`src/rtl/core/htx_pkg.sv`:
```
// Types, constants and CRC function for the HDLC transmit framer.
`timescale 1ns / 1ps

package htx_pkg;

  localparam logic [1:0] FUNC_FLAG = 2'd0;
  localparam logic [1:0] FUNC_DATA = 2'd1;
  localparam logic [1:0] FUNC_FCS  = 2'd2;

  localparam logic [7:0]  FLAG_BYTE = 8'h7E;
  localparam logic [15:0] CRC_POLY  = 16'h8408;
  localparam logic [15:0] CRC_INIT  = 16'hFFFF;
  localparam logic [2:0]  STUFF_RUN = 3'd5;
  localparam logic [4:0]  MAX_RESULTS = 5'd20;

  typedef struct packed {
    logic [1:0] func;
    logic [7:0] data_byte;
    logic       new_packet;
  } in_t;

  typedef struct packed {
    logic line_bit;
    logic last_of_item;
  } out_t;

  // Classified work for the bit engine: bits go out LSB first.
  typedef struct packed {
    logic [15:0] bits;
    logic [4:0]  nbits;
    logic        stuff_en;
    logic        new_packet;
  } job_t;

  function automatic logic [15:0] crc16_byte(logic [15:0] crc, logic [7:0] b);
    logic [15:0] x;
    x = crc ^ {8'h00, b};
    for (int j = 0; j < 8; j++) begin
      x = x[0] ? ((x >> 1) ^ CRC_POLY) : (x >> 1);
    end
    return x;
  endfunction

endpackage

```
`src/rtl/core/htx_front.sv`:
```
// Front end: accepts items, keeps the running FCS and builds bit jobs.
`timescale 1ns / 1ps

module htx_front (
  input  logic          clk_i,
  input  logic          rst_ni,
  input  logic          in_valid_i,
  output logic          in_ready_o,
  input  htx_pkg::in_t  in_data_i,
  input  logic          q_ready_i,
  output logic          push_o,
  output htx_pkg::job_t job_o
);

  logic [15:0] fcs_q, fcs_d;

  assign in_ready_o = q_ready_i;
  assign push_o     = in_valid_i & q_ready_i;

  always_comb begin
    job_o.new_packet = in_data_i.new_packet;
    job_o.bits       = 16'h0000;
    job_o.nbits      = 5'd0;
    job_o.stuff_en   = 1'b0;
    fcs_d            = fcs_q;
    case (in_data_i.func)
      htx_pkg::FUNC_FLAG: begin
        job_o.bits  = {8'h00, htx_pkg::FLAG_BYTE};
        job_o.nbits = 5'd8;
        fcs_d       = htx_pkg::CRC_INIT;
      end
      htx_pkg::FUNC_DATA: begin
        job_o.bits     = {8'h00, in_data_i.data_byte};
        job_o.nbits    = 5'd8;
        job_o.stuff_en = 1'b1;
        fcs_d          = htx_pkg::crc16_byte(fcs_q, in_data_i.data_byte);
      end
      htx_pkg::FUNC_FCS: begin
        job_o.bits     = ~fcs_q;
        job_o.nbits    = 5'd16;
        job_o.stuff_en = 1'b1;
      end
      default: begin
      end
    endcase
  end

  always_ff @(posedge clk_i or negedge rst_ni) begin
    if (!rst_ni) begin
      fcs_q <= htx_pkg::CRC_INIT;
    end else if (push_o) begin
      fcs_q <= fcs_d;
    end
  end

endmodule

```
`src/rtl/core/htx_queue.sv`:
```
// Two-entry job queue between front end and bit engine.
`timescale 1ns / 1ps

module htx_queue (
  input  logic          clk_i,
  input  logic          rst_ni,
  input  logic          push_i,
  input  htx_pkg::job_t job_i,
  output logic          ready_o,
  input  logic          pop_i,
  output logic          valid_o,
  output htx_pkg::job_t job_o
);

  htx_pkg::job_t mem_q [2];
  logic          wr_q, rd_q;
  logic [1:0]    cnt_q, cnt_d;

  assign ready_o = (cnt_q != 2'd2);
  assign valid_o = (cnt_q != 2'd0);
  assign job_o   = mem_q[rd_q];

  always_comb begin
    cnt_d = cnt_q;
    case ({push_i, pop_i})
      2'b10:   cnt_d = cnt_q + 2'd1;
      2'b01:   cnt_d = cnt_q - 2'd1;
      default: cnt_d = cnt_q;
    endcase
  end

  always_ff @(posedge clk_i) begin
    if (push_i) begin
      mem_q[wr_q] <= job_i;
    end
  end

  always_ff @(posedge clk_i or negedge rst_ni) begin
    if (!rst_ni) begin
      wr_q  <= 1'b0;
      rd_q  <= 1'b0;
      cnt_q <= 2'd0;
    end else begin
      cnt_q <= cnt_d;
      if (push_i) wr_q <= ~wr_q;
      if (pop_i)  rd_q <= ~rd_q;
    end
  end

endmodule

```
`src/rtl/core/htx_back.sv`:
```
// Bit engine: serializes jobs, inserts stuffed zeros, NRZI-encodes the line.
`timescale 1ns / 1ps

module htx_back (
  input  logic          clk_i,
  input  logic          rst_ni,
  input  logic          job_valid_i,
  input  htx_pkg::job_t job_i,
  output logic          job_pop_o,
  output logic          out_valid_o,
  input  logic          out_ready_i,
  output htx_pkg::out_t out_data_o
);

  localparam logic [2:0] RunMax = htx_pkg::STUFF_RUN - 3'd1;

  logic          busy_q, busy_d;
  logic [15:0]   sr_q, sr_d;
  logic [4:0]    left_q, left_d;
  logic          pend_q, pend_d;
  logic          stuff_q, stuff_d;
  logic [2:0]    ones_q, ones_d;
  logic          level_q, level_d;
  logic          ovalid_q, ovalid_d;
  htx_pkg::out_t odata_q, odata_d;

  logic        can_emit, emit, bit_v, trig, last;
  logic [15:0] sr_e;
  logic [4:0]  left_e;
  logic        pend_e, stuff_e, level_e;
  logic [2:0]  ones_n;

  assign can_emit  = ~ovalid_q | out_ready_i;
  assign job_pop_o = ~busy_q & job_valid_i & ((job_i.nbits == 5'd0) | can_emit);
  assign emit      = can_emit & (busy_q | (job_pop_o & (job_i.nbits != 5'd0)));

  always_comb begin
    if (busy_q) begin
      sr_e    = sr_q;
      left_e  = left_q;
      pend_e  = pend_q;
      stuff_e = stuff_q;
      level_e = level_q;
    end else begin
      sr_e    = job_i.bits;
      left_e  = job_i.nbits;
      pend_e  = 1'b0;
      stuff_e = job_i.stuff_en;
      level_e = job_i.new_packet | level_q;
    end
    bit_v = ~pend_e & sr_e[0];
    trig  = ~pend_e & stuff_e & bit_v & (ones_q == RunMax);
    last  = pend_e ? (left_e == 5'd0) : ((left_e == 5'd1) & ~trig);
    if (stuff_e & bit_v & ~trig) begin
      ones_n = ones_q + 3'd1;
    end else begin
      ones_n = 3'd0;
    end
  end

  always_comb begin
    busy_d   = busy_q;
    sr_d     = sr_q;
    left_d   = left_q;
    pend_d   = pend_q;
    stuff_d  = stuff_q;
    ones_d   = ones_q;
    level_d  = level_q;
    ovalid_d = ovalid_q & ~out_ready_i;
    odata_d  = odata_q;
    if (emit) begin
      sr_d     = pend_e ? sr_e : (sr_e >> 1);
      left_d   = pend_e ? left_e : (left_e - 5'd1);
      pend_d   = trig;
      stuff_d  = stuff_e;
      ones_d   = ones_n;
      level_d  = bit_v ? level_e : ~level_e;
      busy_d   = ~last;
      ovalid_d = 1'b1;
      odata_d.line_bit     = bit_v ? level_e : ~level_e;
      odata_d.last_of_item = last;
    end else if (job_pop_o) begin
      level_d = level_e;
    end
  end

  always_ff @(posedge clk_i) begin
    sr_d_hold: begin
      sr_q    <= sr_d;
      left_q  <= left_d;
      stuff_q <= stuff_d;
      odata_q <= odata_d;
    end
  end

  always_ff @(posedge clk_i or negedge rst_ni) begin
    if (!rst_ni) begin
      busy_q   <= 1'b0;
      pend_q   <= 1'b0;
      ones_q   <= 3'd0;
      level_q  <= 1'b1;
      ovalid_q <= 1'b0;
    end else begin
      busy_q   <= busy_d;
      pend_q   <= pend_d;
      ones_q   <= ones_d;
      level_q  <= level_d;
      ovalid_q <= ovalid_d;
    end
  end

  assign out_valid_o = ovalid_q;
  assign out_data_o  = odata_q;

endmodule

```
`src/rtl/core/hdlc_tx_framer_nrzi.sv`:
```
// Top level of the HDLC transmit framer with FCS-16, bit stuffing and NRZI.
//
// Input channel (in_valid_i/in_ready_o/in_data_i): one transaction per item:
// func selects flag, data byte or FCS; new_packet forces the line level to 1
// before the item. Output channel (out_valid_o/out_ready_i/out_data_o): one
// transaction per line bit; last_of_item marks the final bit of an item.
// An unused func code produces no output but still applies new_packet.
// When the bit engine is free, an accepted item passes the job queue and then
// the output register before its first bit is presented. Throughput: one line
// bit per cycle while the receiver does not stall, set by the single bit
// engine; an item gives 8 line bits (flag), 8 to 10 (data byte) or 16 to 20
// (FCS); items follow with no gap, but an unused func code gives a gap.
// A two-entry job queue sits between the front end and the bit engine, so
// input keeps flowing while the engine works; when the receiver stalls the
// output register holds its bit and the queue fills, then in_ready_o drops.
// Reset: FCS register 0xFFFF, ones count 0, line level 1, queue empty.
`timescale 1ns / 1ps

module hdlc_tx_framer_nrzi (
  input  logic          clk_i,
  input  logic          rst_ni,
  input  logic          in_valid_i,
  output logic          in_ready_o,
  input  htx_pkg::in_t  in_data_i,
  output logic          out_valid_o,
  input  logic          out_ready_i,
  output htx_pkg::out_t out_data_o
);

  logic          push, q_ready, q_valid, pop;
  htx_pkg::job_t job_in, job_out;

  htx_front u_front (
    .clk_i      (clk_i),
    .rst_ni     (rst_ni),
    .in_valid_i (in_valid_i),
    .in_ready_o (in_ready_o),
    .in_data_i  (in_data_i),
    .q_ready_i  (q_ready),
    .push_o     (push),
    .job_o      (job_in)
  );

  htx_queue u_queue (
    .clk_i   (clk_i),
    .rst_ni  (rst_ni),
    .push_i  (push),
    .job_i   (job_in),
    .ready_o (q_ready),
    .pop_i   (pop),
    .valid_o (q_valid),
    .job_o   (job_out)
  );

  htx_back u_back (
    .clk_i       (clk_i),
    .rst_ni      (rst_ni),
    .job_valid_i (q_valid),
    .job_i       (job_out),
    .job_pop_o   (pop),
    .out_valid_o (out_valid_o),
    .out_ready_i (out_ready_i),
    .out_data_o  (out_data_o)
  );

endmodule

```
`config.mk`:
```
export PLATFORM = sky130hd
export DESIGN_NAME = hdlc_tx_framer_nrzi
export DESIGN_NICKNAME = d
export VERILOG_FILES = /design/src/rtl/core/htx_pkg.sv /design/src/rtl/core/htx_front.sv /design/src/rtl/core/htx_queue.sv /design/src/rtl/core/htx_back.sv /design/src/rtl/core/hdlc_tx_framer_nrzi.sv
export SDC_FILE = /design/constraint.sdc
export NUM_CORES = 1
export LEC_CHECK = 0
export ABC_AREA = 1
export BUFFER_PORTS_ARGS = -buffer_cell sky130_fd_sc_hd__buf_4
export CORE_MARGIN = 2
export CORE_UTILIZATION = 46
export DETAILED_ROUTE_END_ITERATION = 8
export PLACE_DENSITY = 0.6
export SLEW_MARGIN = 20
export SYNTH_ARGS = -nofsm -noshare
export SYNTH_HDL_FRONTEND = slang
export SYNTH_SLANG_ARGS = --single-unit
```
`constraint.sdc`:
```
create_clock -name clk_i -period 5.5 [get_ports clk_i]
set_input_delay 0.275 -clock clk_i [delete_from_list [all_inputs] [get_ports clk_i]]
set_output_delay 0.275 -clock clk_i [all_outputs]
set_load 0.01 [all_outputs]
```
==> results of run 1 <==
[cell usage in the layout, fill, tap and decap left out, drive strengths merged, types with 2 or more instances in the layout]
cell type / n
a21oi: 12
a22oi: 3
buf: 20
clkbuf: 12
clkinv: 3
dfrtp: 10
dfstp: 17
edfxtp: 64
ha: 10
inv: 75
nand2: 91
nand3: 19
nand3b: 2
nor2: 43
o21ai: 39
o221ai: 14
o22ai: 2
or2: 6
xnor2: 9
xor2: 11
[stage by stage]
step           setup WS, ns  utilization (%)
2_1_floorplan          3.56                -
3_3_place_gp           3.31             50.6
3_5_place_dp           3.26             50.6
4_1_cts                3.24             52.6
5_1_grt                3.05             52.6
6_report               3.24             52.6
[final timing paths]
check / start / end / slack [ns]
worst max-delay path: u_back.busy_q / u_back.left_q[4] / 3.24
worst min-delay path: in_data_i[0] / u_queue.mem_q[1][0] / 0.10
worst max register to register: u_back.busy_q / u_back.left_q[4] / 3.24
worst min register to register: u_back.ones_q[1] / u_back.ones_q[1] / 0.51
max in group asynchronous: rst_ni / u_front.fcs_q[13] / 4.81
min in group asynchronous: rst_ni / u_back.ones_q[2] / 0.37
[power by group]
part	internal [uW]	total, uW	switching [uW]
clock	208	430	222
sequential	1120	1280	163
combinational	367	1010	641
total	1690	2720	1030
[area by class of cell]
cell class | count | area (um2)
repair buffers | 21 | 160
clock buffers | 12 | 135
inverters | 75 | 282
multi-input cells | 266 | 1510
flip-flops and latches | 91 | 2620
clock inverters | 4 | 43.8
well taps | 129 | 161
fillers | 840 | 4420
[critical path, delay by kind of cell, from the launching register on]
family	cells	cell delay [ns]
XOR/XNOR	1	0.16
buffers and inverters	1	0.06
flip-flops	1	0.83
AND/OR/NAND/NOR	3	0.98
[cells by family (layout without fill, tap and decap cells)]
kind of cell | count (synthesis) | count (layout) | share of synthesized area, %
simple gates | 162 | 162 | 15.9
flops | 91 | 91 | 58.5
buf+inv | 87 | 112 | 7.80
compound gates | 74 | 74 | 10.7
xor+xnor | 20 | 20 | 4.25
fa+ha+maj | 10 | 10 | 2.80
[state kept, by name (all words and copies together), names as in the netlist, 2 cells and up]
| name | count |
|---|---|
| u_back.left_q | 5 |
| u_queue.cnt_q | 2 |
| u_queue.mem_q | 40 |
| u_back.sr_q | 16 |
| u_front.fcs_q | 16 |
| u_back.ones_q | 3 |
| u_back.out_data_o | 2 |
[per-layer routing]
| metal | part of all wire [%] | vias to the layer above | wire length, um |
|---|---|---|---|
| met3 | 4.9 | 4 | 410 |
| met4 | 0.87 | 0 | 72 |
| met5 | 0 | - | 0 |
| li1 | - | 1501 | - |
| met2 | 45 | 54 | 3770 |
| met1 | 49 | 1326 | 4060 |
[timing repair]
| action | 4_1_cts | 5_1_grt |
|---|---|---|
| resized for setup | 0 | 0 |
| hold buffers | 1 | 0 |
| hold endpoints to repair | 10 | 0 |
==> results.ini, run 1 <==
[status]
outcome=finished clean

[worst_setup_path]
worst_setup_path_start_kind=flip-flop
cp_slowest_cell=dfrtp_1
crit_arrival_ns=2.38
reg2reg_depth=5
crit_chain=nand2_1 > nand2_1 > nand3b_1 > xor2_1 > inv_1
crit_fanout=22
setup.worst_path.end_class=flip-flop
cp.required_ns=5.62
critPathMostFrequentCell=nand2_1
cp_slowest_stage_delay_ns=0.83
crit_type=reg -> reg

[floorplan]
die_w_um=103
die_y_um=103
pin_count=19
coreArea_um2=9330
rows=35
die-area_um2=10500
start_util_pct=48.0

[grt]
grt_util_met2_pct=27.5
grt_usage_pct=17.3
grt-ovfl-total=0
top_usage_layer=met2
grt_max_degree=28
antenna_found_initial=0
grt_pass1_wl_um=13700
grt_pass1_vias=2785
use_met3_pct=4.81
grt_util_met1_pct=23.6

[power]
power_uw=2720
power_density_nw_per_um2=554
cellLeakagePower_uw=0.00212
ir_worst_vdd_uv=283

[synth]
yosysTopAreaCellShare_pct=43.0
ys.flop_type=edfxtp_1
post-synth-top-count-cell=nand2_1
ys_seq_area_share_pct=58.5
postSynth.asyncResetShare_pct=29.7
syn_area_um2=4470
syn_inst=444
synth_top_area_cell=edfxtp_1
avgSynthCellArea_um2=10.1
yosys-top-cells-area=edfxtp_1 43%, dfstp_2 10%, nand2_1 6.9%
synth_cell_type_count=39
yosys-top-cells-count=82 x nand2_1, 68 x inv_1, 64 x edfxtp_1, 40 x nor2_1, 35 x o21ai_0
synth_enable_flop_cells=64
ys_ff_latch=91
syn_nets=469
ys_warn_count=0

[finish]
fin_area_um2=4910
nNetsFinal=489
layout.cells.non_filler=598
n_antenna_cell=0
areaGrowthSynthToFinish_pct=9.68
drive_gt1_share_pct=17.1

[place]
dp_cells=581
portBuffers=18
dpl_cell_area_um2=4720
hpwl_um=6080
gp_congestion=0.817

[sta]
final_hold_viol_count=0
period_share_pct=41.1
clock.fmax_mhz=442
setup_viol=0
setup_tns_ns=0
drv_slew=0
fin_hold_ws_ns=0.102
rsz0062_at_grt=no
tightest_slew_ns=0.737
finClkSkew_ns=0.00984
slew_headroom_pct=50.9
fin_crit_ns=2.26

[run]
max_cap_violations=0

[clock_network]
cts.clk_slew.worst_paths_ns=0.09
cts_made_buffers=9
clock_sinks=91
cts_setup_buffers=0
clockBufferDepth=2
clock_latency_ns=0.36
cts_tree=yes
htree_levels=3
root_buffer=clkbuf_8

[detailed_routing]
firstDrtPassIters=4
drt-wirelength-per-cell_um=13.9
drt_iter0_markers=133
drt.antenna.violating_nets=0
drc_errors=0
vias=2885
drt-total-wl_um=8310
via_per_inst=4.82

[hold_path]
hold_path.class=in -> reg
hold-path-cell-count=1

Note: power is estimated with default switching activity, not from simulation.
==> run 2: changes to the inputs <==
Settings changed: PLACE_DENSITY 0.6 to 0.63.
Clock period 5.5 ns to 2.04 ns, I/O delays scaled along.
==> run 2 against run 1 <==
  * Sequential cell count is the same
  * Sequential power rose to 2.6 times the previous value
  * Non-clock buffer count increased by 7
  * Worst hold slack worse by 0.081 ns
  * Wire length increased by 1.4%
  * Critical endpoint is now u_back.sr_q[13]
  * Critical path type unchanged
  * Global-route usage rose by 0.37 points
  * Clock skew is essentially flat
==> results.ini, run 2 (synthesis results as in run 1) <==
[status]
outcome=finished clean  ; unchanged

[clock_network]
cts_made_buffers=9  ; unchanged
root_buffer=clkbuf_8  ; unchanged
clockBufferDepth=2  ; unchanged
clock_sinks=91  ; unchanged
clock_latency_ns=0.35  ; was 0.36 ns
cts_tree=yes  ; unchanged
cts_resized=0  ; unchanged
htree_levels=3  ; unchanged
cts.clk_slew.worst_paths_ns=0.09  ; about the same

[place]
hpwl_um=6380  ; was 6080 um
dpl_cell_area_um2=4780  ; was 4720 um2
gp_congestion=0.964  ; was 0.817
portBuffers=18  ; unchanged

[finish]
largest_reg_flops=40  ; unchanged
areaGrowthSynthToFinish_pct=12.5  ; was 9.68%
n_antenna_cell=0  ; unchanged
drive_gt1_share_pct=18.7  ; was 17.1%
final_cell_mix=82 x nand2_1, 68 x inv_1, 64 x edfxtp_1, 40 x nor2_1, 35 x o21ai_0  ; unchanged
fin_util_pct=54.0  ; was 52.6%
reg_top3=u_queue.mem_q: 40 flops, u_back.sr_q: 16 flops, u_front.fcs_q: 16 flops  ; unchanged
fin_area_um2=5030  ; was 4910 um2
largest-register=u_queue.mem_q  ; unchanged
fillers=836  ; was 840
layout_commonest_cell=nand2_1  ; unchanged
nNetsFinal=496  ; was 489

[worst_setup_path]
worst_setup_path_start_kind=flip-flop  ; unchanged
setup.worst_path.end_class=flip-flop  ; unchanged
crit_arrival_ns=1.80  ; was 2.38 ns
cp.required_ns=2.10  ; was 5.62 ns
crit_type=reg -> reg  ; unchanged
crit_fanout=22  ; unchanged
reg2reg_from=u_back.busy_q  ; unchanged
crit_start=u_back.busy_q  ; unchanged

[detailed_routing]
drt-total-wl_um=8430  ; was 8310 um
vias=2943  ; was 2885
drt.antenna.violating_nets=0  ; unchanged
drt-wirelength-per-cell_um=13.9  ; about the same
via_per_inst=4.86  ; was 4.82
drc_errors=0  ; unchanged
drt_iter0_markers=113  ; was 133
firstDrtPassIters=4  ; unchanged

[floorplan]
die_y_um=103  ; unchanged
rows=35  ; unchanged
pin_count=19  ; unchanged
die_w_um=103  ; unchanged
coreArea_um2=9330  ; unchanged
start_util_pct=48.0  ; unchanged
die-area_um2=10500  ; unchanged

[power]
cellLeakagePower_uw=0.00219  ; was 0.00212 uW
ir_worst_vdd_uv=683  ; was 283 uV
power_density_nw_per_um2=1530  ; was 554 nW/um2

[sta]
clock.fmax_mhz=575  ; was 442 MHz
fin_crit_ns=1.74  ; was 2.26 ns
fin_hold_ws_ns=0.0212  ; was 0.102 ns
setup_tns_ns=0  ; unchanged
finClkSkew_ns=0.00935  ; was 0.00984 ns
drv_slew=0  ; unchanged
period_share_pct=85.2  ; was 41.1%
slew_headroom_pct=64.6  ; was 50.9%
rsz0062_at_grt=no  ; unchanged
tightest_slew_ns=0.528  ; was 0.737 ns
final_hold_viol_count=0  ; unchanged
setup_viol=0  ; unchanged

[hold_path]
hold_path.class=in -> reg  ; unchanged
min_from=in_valid_i  ; was in_data_i[0]

[grt]
antenna_found_initial=0  ; unchanged
grt_usage_pct=17.7  ; was 17.3%
grt_pass1_vias=2998  ; was 2785
grt-ovfl-total=0  ; unchanged
grt_pass1_wl_um=14200  ; was 13700 um
grt_max_degree=28  ; unchanged

[run]
max_cap_violations=0  ; unchanged

run 2: cell types whose count changed in the layout (fill, tap and decap cells not counted), sizes merged:
cell and change:
buf +6, clkbuf -3, bufinv +2, inv +2
clkinv -1, dlygate4sd3 +1
run 2: cell type report:
type,instances,area (um2),share of cell area [%]
inverters,75,282,5.59
repair buffers,28,228,4.52
clock buffers,9,124,2.46
multi-input cells,266,1510,29.9
flip-flops and latches,91,2620,52.0
clock inverters,7,114,2.26
well taps,129,161,3.21
run 2: per-stage QoR:
step | instances | total power, uW | worst slack (ns)
2_1_floorplan | 444 | 5530 | 0.0959
3_3_place_gp | 587 | 6230 | 0.380
3_5_place_dp | 587 | 6330 | 0.322
4_1_cts | 605 | 7790 | 0.310
5_1_grt | 605 | 8320 | 0.133
6_report | 605 | 7720 | 0.301
run 2: final timing paths:
| check | slack [ns] | to | depth (start not counted) |
|---|---|---|---|
| max | 0.30 | u_back.sr_q[13] | 6 |
| min | 0.02 | u_queue.wr_q | 3 |
| max reg2reg | 0.30 | u_back.sr_q[13] | 6 |
| min reg2reg | 0.52 | u_front.fcs_q[6] | 1 |
| max in group asynchronous | 1.52 | u_front.fcs_q[14] | 2 |
| min in group asynchronous | 0.20 | u_queue.wr_q | 2 |
run 2: where the power goes:
| group | total (uW) | switching (uW) | leakage (uW) | internal (uW) |
|---|---|---|---|---|
| clock network | 1440 | 630 | 0.000122 | 813 |
| logic | 2890 | 1810 | 0.00115 | 1080 |
| registers | 3390 | 373 | 0.000914 | 3010 |
| total | 7720 | 2820 | 0.00219 | 4900 |
run 2: repair_timing:
action	CTS	global route
hold endpoints to repair	29	0
setup buffers	0	0
hold buffers	2	0
run 2: critical path: stages (launching register included):
cell and delay (ns):
dfrtp_1 0.59, inv_2 0.18, buf_4 0.20, nand2_2 0.08, nand2_4 0.08, inv_2 0.13
buf_12 0.18
run 2: routing by layer:
layer	share of wire [%]	vias up	global-route usage, %
li1	-	1520	-
met1	51	1372	25.3
met2	45	37	27.2
met3	2.4	14	2.37
met4	1.9	0	7.59
met5	0	-	0
==> run 3: changes to the inputs <==
Settings changed: PLACE_DENSITY 0.63 to 0.6, REMOVE_ABC_BUFFERS set to 1.
Clock period 2.04 ns to 2.2 ns, I/O delays scaled along.
==> run 3 against run 2 <==
  * Sequential power down 7.4%
  * Global-route usage up 0.78 points
  * Critical path type unchanged
  * Utilization up 0.15 points
  * Register-to-register slack better by 0.14 ns
  * Sequential share of layout area down 0.14 points
==> results.ini, run 3 (synthesis results as in run 1) <==
[detailed_routing]
firstDrtPassIters=4  ; unchanged
drc_errors=0  ; unchanged
via_per_inst=4.85  ; was 4.86
drt.antenna.violating_nets=0  ; unchanged
vias=2931  ; was 2943
drt-total-wl_um=8690  ; was 8430 um
drt-wirelength-per-cell_um=14.4  ; was 13.9 um
drt_iter0_markers=147  ; was 113

[finish]
multi_input_area_um2=1510  ; unchanged
reg_top3=u_queue.mem_q: 40 flops, u_back.sr_q: 16 flops, u_front.fcs_q: 16 flops  ; unchanged
layout.cells.non_filler=604  ; was 605
largest-register=u_queue.mem_q  ; unchanged
largest_reg_flops=40  ; unchanged
n_antenna_cell=0  ; unchanged
final_cell_mix=82 x nand2_1, 68 x inv_1, 64 x edfxtp_1, 40 x nor2_1, 35 x o21ai_0  ; unchanged
layout_commonest_cell=nand2_1  ; unchanged
areaGrowthSynthToFinish_pct=12.8  ; was 12.5%
drive_gt1_share_pct=18.5  ; was 18.7%
regArea_um2=2620  ; unchanged
fillers=847  ; was 836
fin_area_um2=5050  ; was 5030 um2
nNetsFinal=495  ; was 496

[worst_setup_path]
r2r_setup_slack_ns=0.45  ; was 0.30 ns
cp_slowest_cell=dfrtp_1  ; unchanged
cp.required_ns=2.32  ; was 2.10 ns
reg2reg_from=u_queue.rd_q  ; was u_back.busy_q
setup.worst_path.end_class=flip-flop  ; unchanged
crit_start=u_queue.rd_q  ; was u_back.busy_q
cp_slowest_stage_delay_ns=0.46  ; was 0.59 ns
critPathCapture=u_back.out_data_o[0]  ; was u_back.sr_q[13]
crit_arrival_ns=1.87  ; was 1.80 ns
worst_setup_path_start_kind=flip-flop  ; unchanged
regToRegEndpoint=u_back.out_data_o[0]  ; was u_back.sr_q[13]
reg2reg_depth=10  ; was 6
critPathMostFrequentCell=nand2_1  ; was inv_2
crit_fanout=19  ; was 22
crit_type=reg -> reg  ; unchanged
crit_chain=buf_4 > inv_2 > nand2_1 > nand3_2 > nand2_2 > nand3_1 > nand2_1 > nand2_1 > nand2_1 > inv_1  ; was inv_2 > buf_4 > nand2_2 > nand2_4 > inv_2 > buf_12

[sta]
worst_slack_ns=0.446  ; was 0.301 ns
setup_viol=0  ; unchanged
rsz0062_at_grt=no  ; unchanged
drv_slew=0  ; unchanged
setup_tns_ns=0  ; unchanged
clock.fmax_mhz=570  ; was 575 MHz
period_share_pct=79.7  ; was 85.2%
tightest_slew_ns=0.481  ; was 0.528 ns
finClkSkew_ns=0.00799  ; was 0.00935 ns
final_hold_viol_count=0  ; unchanged
fin_crit_ns=1.75  ; was 1.74 ns
slew_headroom_pct=67.7  ; was 64.6%

[place]
dp_cells=586  ; was 587
portBuffers=18  ; unchanged
dpl_cell_area_um2=4770  ; was 4780 um2
preCtsSetupSlack_ns=0.471  ; was 0.322 ns
hpwl_um=6470  ; was 6380 um
gp_congestion=0.803  ; was 0.964

[floorplan]
start_util_pct=48.0  ; unchanged
coreArea_um2=9330  ; unchanged
die_w_um=103  ; unchanged
die_y_um=103  ; unchanged
rows=35  ; unchanged
die-area_um2=10500  ; unchanged
pin_count=19  ; unchanged

[grt]
grt_usage_pct=18.5  ; was 17.7%
antenna_found_initial=0  ; unchanged
grt-ovfl-total=0  ; unchanged
grt_max_degree=28  ; unchanged
grt_pass1_wl_um=14800  ; was 14200 um
grt_pass1_vias=2981  ; was 2998

[clock_network]
clockBufferDepth=2  ; unchanged
root_buffer=clkbuf_8  ; unchanged
clock_latency_ns=0.35  ; about the same
clock_sinks=91  ; unchanged
cts.clk_slew.worst_paths_ns=0.09  ; about the same
htree_levels=3  ; unchanged
cts_setup_buffers=0  ; unchanged
cts_tree=yes  ; unchanged
cts_made_buffers=9  ; unchanged

[status]
outcome=finished clean  ; unchanged

[power]
power_density_nw_per_um2=1430  ; was 1530 nW/um2
cellLeakagePower_uw=0.00219  ; about the same
ir_worst_vdd_uv=536  ; was 683 uV

[hold_path]
hold_path.class=in -> reg  ; unchanged

[run]
max_cap_violations=0  ; unchanged

run 3: power breakdown:
group,total [uW],internal (uW),switching (uW),leakage (uW)
registers,3140,2800,346,0.000914
clock network,1400,822,581,0.000125
logic,2660,984,1680,0.00115
run 3: timing repair:
| item | in CTS | in global routing |
|---|---|---|
| endpoints found under the setup margin | 0 | 0 |
| hold endpoints to repair | 29 | 0 |
| gates resized for setup | 0 | 0 |
| hold buffers | 2 | 0 |
run 3: metrics by stage:
step | power, uW | util, % | hold WS, ns
finish | 7210 | 54.1 | 0.0235
CTS | 7290 | 54.1 | 0.0167
global placement | 5790 | 51.1 | 0.0598
detailed placement | 5870 | 51.1 | 0.0659
floorplan | 5050 | - | -0.186
global route | 7790 | 54.1 | 0.0378
run 3: worst min path at each step:
stage	start	end	slack, ns	depth (start not counted)
after floorplan	rst_ni	u_back.busy_q	-0.19	0
after global placement	rst_ni	u_queue.wr_q	0.06	1
after detailed placement	rst_ni	u_queue.wr_q	0.07	1
after CTS	in_valid_i	u_queue.wr_q	0.02	3
after global routing	out_ready_i	u_back.busy_q	0.04	4
final	in_valid_i	u_queue.wr_q	0.02	3
run 3: worst max-delay path, delay by kind of cell, from the launching register on:
| family | cells | cell delay, ns |
|---|---|---|
| buf+inv | 3 | 0.46 |
| flops | 1 | 0.46 |
| simple gates | 7 | 0.59 |
run 3: metal layers:
metal  GRT usage, %  part of all wire [%]  wire [um]
met5              0                     0          0
met4           6.36                   1.0         87
met2           28.7                    47       4050
met3           2.64                   2.1        184
met1           26.8                    50       4380
run 3: final cells by class:
class | instances | share of cell area, %
Tap cell | 129 | 3.20
Timing Repair Buffer | 27 | 4.36
Clock inverter | 6 | 2.18
Multi-Input combinational cell | 266 | 29.8
Sequential cell | 91 | 51.9
Clock buffer | 10 | 2.95
Inverter | 75 | 5.58
